## src/hw/rtl/lsf_ram.sv

```systemverilog
// Generic single-write, single-read RAM with registered read data.
// No dependencies.
`timescale 1ns / 1ps

module lsf_ram #(
	parameter int WIDTH = 8,
	parameter int DEPTH = 16
) (
	input  logic                     clk,
	input  logic                     we,
	input  logic [$clog2(DEPTH)-1:0] waddr,
	input  logic [WIDTH-1:0]         wdata,
	input  logic                     re,
	input  logic [$clog2(DEPTH)-1:0] raddr,
	output logic [WIDTH-1:0]         rdata
);

	logic [WIDTH-1:0] mem_q [DEPTH];

	always_ff @(posedge clk) begin
		if (we) begin
			mem_q[waddr] <= wdata;
		end
		if (re) begin
			rdata <= mem_q[raddr];
		end
	end

endmodule

```

## config.mk

```make
export PLATFORM = sky130hd
export DESIGN_NAME = lsf_ram
export DESIGN_NICKNAME = d
export VERILOG_FILES = /design/src/hw/rtl/lsf_ram.sv
export SDC_FILE = /design/constraint.sdc
export NUM_CORES = 1
export LEC_CHECK = 0
export BUFFER_PORTS_ARGS = -buffer_cell sky130_fd_sc_hd__buf_2
export CAP_MARGIN = 30
export CORE_MARGIN = 2
export CORE_UTILIZATION = 45
export CTS_BUF_LIST = sky130_fd_sc_hd__clkbuf_4 sky130_fd_sc_hd__clkbuf_8
export DETAILED_ROUTE_END_ITERATION = 8
export PLACE_DENSITY = 0.6
export SYNTH_ARGS = -nofsm -noshare
export SYNTH_HDL_FRONTEND = slang
export SYNTH_SLANG_ARGS = --single-unit
```

## constraint.sdc

```tcl
create_clock -name clk -period 2.35 [get_ports clk]
set_input_delay 0.47 -clock clk [delete_from_list [all_inputs] [get_ports clk]]
set_output_delay 0.47 -clock clk [all_outputs]
set_load 0.02 [all_outputs]
```

* Yosys cells after proc, flatten, opt, wreduce, memory -nomap -nowiden
Memory sizes are Yosys's and may differ from the RTL's. A register that Yosys moved wholly into a read port is not among the register bits.
Cells that the tools add are included.
** Word-level totals
- Flip-flop bits (word level) :: 0
- Memory bits (writable) :: 128
- Input bits :: 19
- Output and inout bits :: 8
- Word-level logic and storage cells :: 3
- Memories :: 1
** Cells by class
- Mux-type cells :: 2
** Memories
- mem_q :: depth 16, width 8, rd ports 1, clocked after memory_dff 1, write ports 1, line 18 : logic [WIDTH-1:0] mem_q [DEPTH];
** Operator list (count)
- two-way mux 1 bit :: 2

* Longest topological paths before layout
- Depth in word-level cells :: 2
- Mapped depth :: 5
- Depth with buffers taken out :: 3

* Worst setup path before layout
Ideal clock, no wire load.
- Path kind :: input port to flip-flop
- Start :: in waddr[2]
- End :: mem mem_q[0][0], enable pin
- Setup time :: 383 ps
- Arrival :: 1580 ps
- Data required time :: 1967 ps
- Setup slack :: 387 ps
- Stages :: 2
- Path buffers :: 0
- Path through :: or3b_2 > nor3_1
** RTL lines
- start: declaration :: line 11 : input logic [$clog2(DEPTH)-1:0] waddr,
- end: declaration :: line 18
Straight into the memory's write port.

==> impl_metrics.env <==
export IMPL_die_w_um=112
export IMPL_grtUsageTotal=0.175
export IMPL_cts_clk_slew_worst_paths_ps=80
export IMPL_fin_crit_ps=1680
export IMPL_area_growth_syn_to_layout_pct=16.5
export IMPL_max_clock_path_buffers=2
export IMPL_p_seq_frac=0.531
export IMPL_yosys_cell_count_top_type="sky130_fd_sc_hd__edfxtp_1"
export IMPL_largest_net_degree_at_the_start_of_global_routing=33
export IMPL_via_per_inst=5.70
export IMPL_final_period_utilization=0.716
export IMPL_r2r_start="mem_q[1][2]"
export IMPL_die_area_um2=12500
export IMPL_detailedPlace_worstSlack_ps=167
export IMPL_postSynthAreaPerCell_um2=22.8
export IMPL_timing_critical_path_arrival_ps=1870
export IMPL_drive_above_1_share=0.329
export IMPL_clock_power_share=0.417
export IMPL_unrepaired_setup_endpoints_after_global_routing="false"
export IMPL_crit_path_max_fanout=14
export IMPL_synth_seq_area_share=0.781
export IMPL_ctsHtreeMaxLevel=4
export IMPL_final_max_slew_violation_count=0
export IMPL_core_rowCount=39
export IMPL_path_cells="buf_2 -> buf_4 -> mux4_1 -> a22oi_1 -> nand2_1"
export IMPL_worstSkewPairLatency_ps=440
export IMPL_layout_nets=304
export IMPL_peakVddDrop_mv=0.358
export IMPL_worstHoldPathType="in2reg"
export IMPL_final_core_utilization=0.536
export IMPL_antenna_cells=0
export IMPL_fin_total_pwr_mw=5.16
export IMPL_postRouteAntennaNets=0
export IMPL_final_cell_count_no_fill=441
export IMPL_initialDrtViolationCount=178
export IMPL_num_io_pins=27
export IMPL_worst_reg2reg_path_length_in_cells=3
export IMPL_synth_area_top_cells="sky130_fd_sc_hd__edfxtp_1 78%, sky130_fd_sc_hd__mux4_2 7.8%, sky130_fd_sc_hd__mux4_1 7.0%, sky130_fd_sc_hd__a22oi_1 2.3%, sky130_fd_sc_hd__nor2_1 0.93%"
export IMPL_route_final_wire_length_um=10000
export IMPL_maxClockFrequency_mhz=595
export IMPL_slowest_library_cell_on_the_worst_path="sky130_fd_sc_hd__mux4_1"
export IMPL_post_synth_top_flop="sky130_fd_sc_hd__edfxtp_1"
export IMPL_worstSetupEndpoint="rdata[0]"
export IMPL_crit_required_ps=2540
export IMPL_synth_top_cells_by_count="136 x sky130_fd_sc_hd__edfxtp_1, 18 x sky130_fd_sc_hd__mux4_2, 16 x sky130_fd_sc_hd__a22oi_1"
export IMPL_yosys_area_top_type="sky130_fd_sc_hd__edfxtp_1"
export IMPL_netlist_instances=229
export IMPL_cp_end_kind="flip-flop"
export IMPL_route_detailed_drc=0
export IMPL_tritoncts_num_buffers=17
export IMPL_antenna_found_initial=0
export IMPL_yosys_area_top_type_share=0.781
export IMPL_cts_tree="yes"
export IMPL_fin_skew_ps=9.55
export IMPL_place_detailed_hpwl_um=6230
export IMPL_power_share_combinational=0.052
export IMPL_setup_viol_count_final=0
export IMPL_internal_power_mw=4.11
export IMPL_power_switching_fraction=0.205
export IMPL_worst_slew_pin_slew_ps=542
export IMPL_cts_root_buffer_cell="sky130_fd_sc_hd__clkbuf_8"
export IMPL_net_switching_power_mw=1.06
export IMPL_place_port_buffers=26
export IMPL_count_of_flip_flops_with_a_built_in_enable_after_synthesis=136
export IMPL_max_cap_violations=0
export IMPL_floorplan_initialDensity=0.460
export IMPL_ys_ff_latch=136
export IMPL_route_detailed_wl_per_inst_um=22.7
export IMPL_final_hold_viol_count=0
export IMPL_outcome="complete, no violations"
export IMPL_worst_r2r_setup_slack_ps=820
export IMPL_static_leakage_nw=2.05
export IMPL_critPathLaunchType="primary input"
export IMPL_number_of_buffers_inserted_for_hold_repair_after_clock_tree_synthesis=0
export IMPL_syn_area_um2=5230
export IMPL_globalRoute_totalOverflow=0
export IMPL_gp_congestion=0.748
export IMPL_setup_tns_final_ps=0
export IMPL_post_cts_setup_buffer_count=0
export IMPL_syn_num_nets=248
export IMPL_coreArea_um2=11400
export IMPL_vias=2513
export IMPL_drt_pre_antenna_iters=4
export IMPL_critPathMaxStageDelay_ps=600
export IMPL_cts_num_sinks=136
export IMPL_async_reset_ff_frac=0
export IMPL_worst_setup_path_type="in2reg"
export IMPL_worst_r2r_endpoint="rdata[2]"
export IMPL_numPlacedInstances=409
export IMPL_timing_final_ws_setup_ps=668
export IMPL_postCtsResizedCells=0
export IMPL_yosys_cell_types_count=18
export IMPL_power_density_nw_per_um2=848
export IMPL_grt_first_pass_wirelength_um=15400
export IMPL_grt_pass1_vias=2622
export IMPL_slew_margin_rel=0.638
export IMPL_crit_path_start="raddr[0]"
export IMPL_floorplan_die_height_um=112
export IMPL_yosys_warnings=0
[cell usage in the layout, fill, tap and decap left out, types with 4 or more instances in the layout]
cell and count:
sky130_fd_sc_hd__bufinv_16 5, sky130_fd_sc_hd__nand2_1 9, sky130_fd_sc_hd__buf_4 19, sky130_fd_sc_hd__mux4_2 18, sky130_fd_sc_hd__a22oi_1 16, sky130_fd_sc_hd__mux4_1 14
sky130_fd_sc_hd__edfxtp_1 136, sky130_fd_sc_hd__buf_2 26, sky130_fd_sc_hd__clkinvlp_4 4, sky130_fd_sc_hd__nor2_1 13, sky130_fd_sc_hd__nor3_1 4, sky130_fd_sc_hd__clkbuf_8 17
[cells by family (layout without fill, tap and decap cells)]
kind of cell,count (synthesis),after routing,synth area share
compound gates,16,16,0.0230
buf+inv,10,79,0.0165
flops,136,136,0.781
mux,32,32,0.148
simple gates,35,35,0.0314
[worst min path at each step]
stage | start | endpoint | slack (ps) | depth (start not counted)
finish | re | rdata[0] | 410 | 1
global route | re | rdata[0] | 390 | 1
CTS | wdata[3] | mem_q[12][3] | 400 | 1
detailed placement | mem_q[14][2] | rdata[2] | 740 | 3
global placement | mem_q[11][1] | rdata[1] | 730 | 3
floorplan | wdata[0] | mem_q[0][0] | 570 | 0
[power by group through the flow]
stage | registers [mW] | clock network (mW) | logic (mW)
CTS | 2.74 | 2.19 | 0.271
floorplan | 2.81 | 0 | 0.138
finish | 2.74 | 2.15 | 0.266
detailed placement | 2.80 | 0 | 0.270
global placement | 2.80 | 0 | 0.266
global route | 2.75 | 2.30 | 0.290
[final cells by class]
class	count	area, µm²
multi-input combinational	83	1060
clock inverter	15	225
timing repair buffer	47	313
fill	847	5280
clock buffer	17	234
tap	143	179
sequential	136	4080
[sequential cells by signal (all words and copies together) (netlist names)]
register and flops:
rdata 8, mem_q 128
[layer usage]
metal | global-route usage | wire, µm | share of wire | vias to the layer above
met5 | 0 | 0 | 0 | -
met4 | 0.0667 | 114 | 0.011 | 0
met3 | 0.0588 | 602 | 0.060 | 12
met2 | 0.269 | 5000 | 0.50 | 87
met1 | 0.235 | 4310 | 0.43 | 1322
li1 | - | - | - | 1092
[metrics by stage]
stage	area [µm²]	hold WS (ps)
after floorplan	5230	569
after global placement	5630	731
after detailed placement	5630	740
after CTS	6090	398
after global routing	6090	389
final	6090	414
[critical path: cells and delay by family]
family / cells / cell delay, ps
AOI/OAI and AO/OA: 1 / 310
buffers and inverters: 2 / 380
and+or+nand+nor: 1 / 100
muxes: 1 / 600
(Power assumes the default switching activity.)
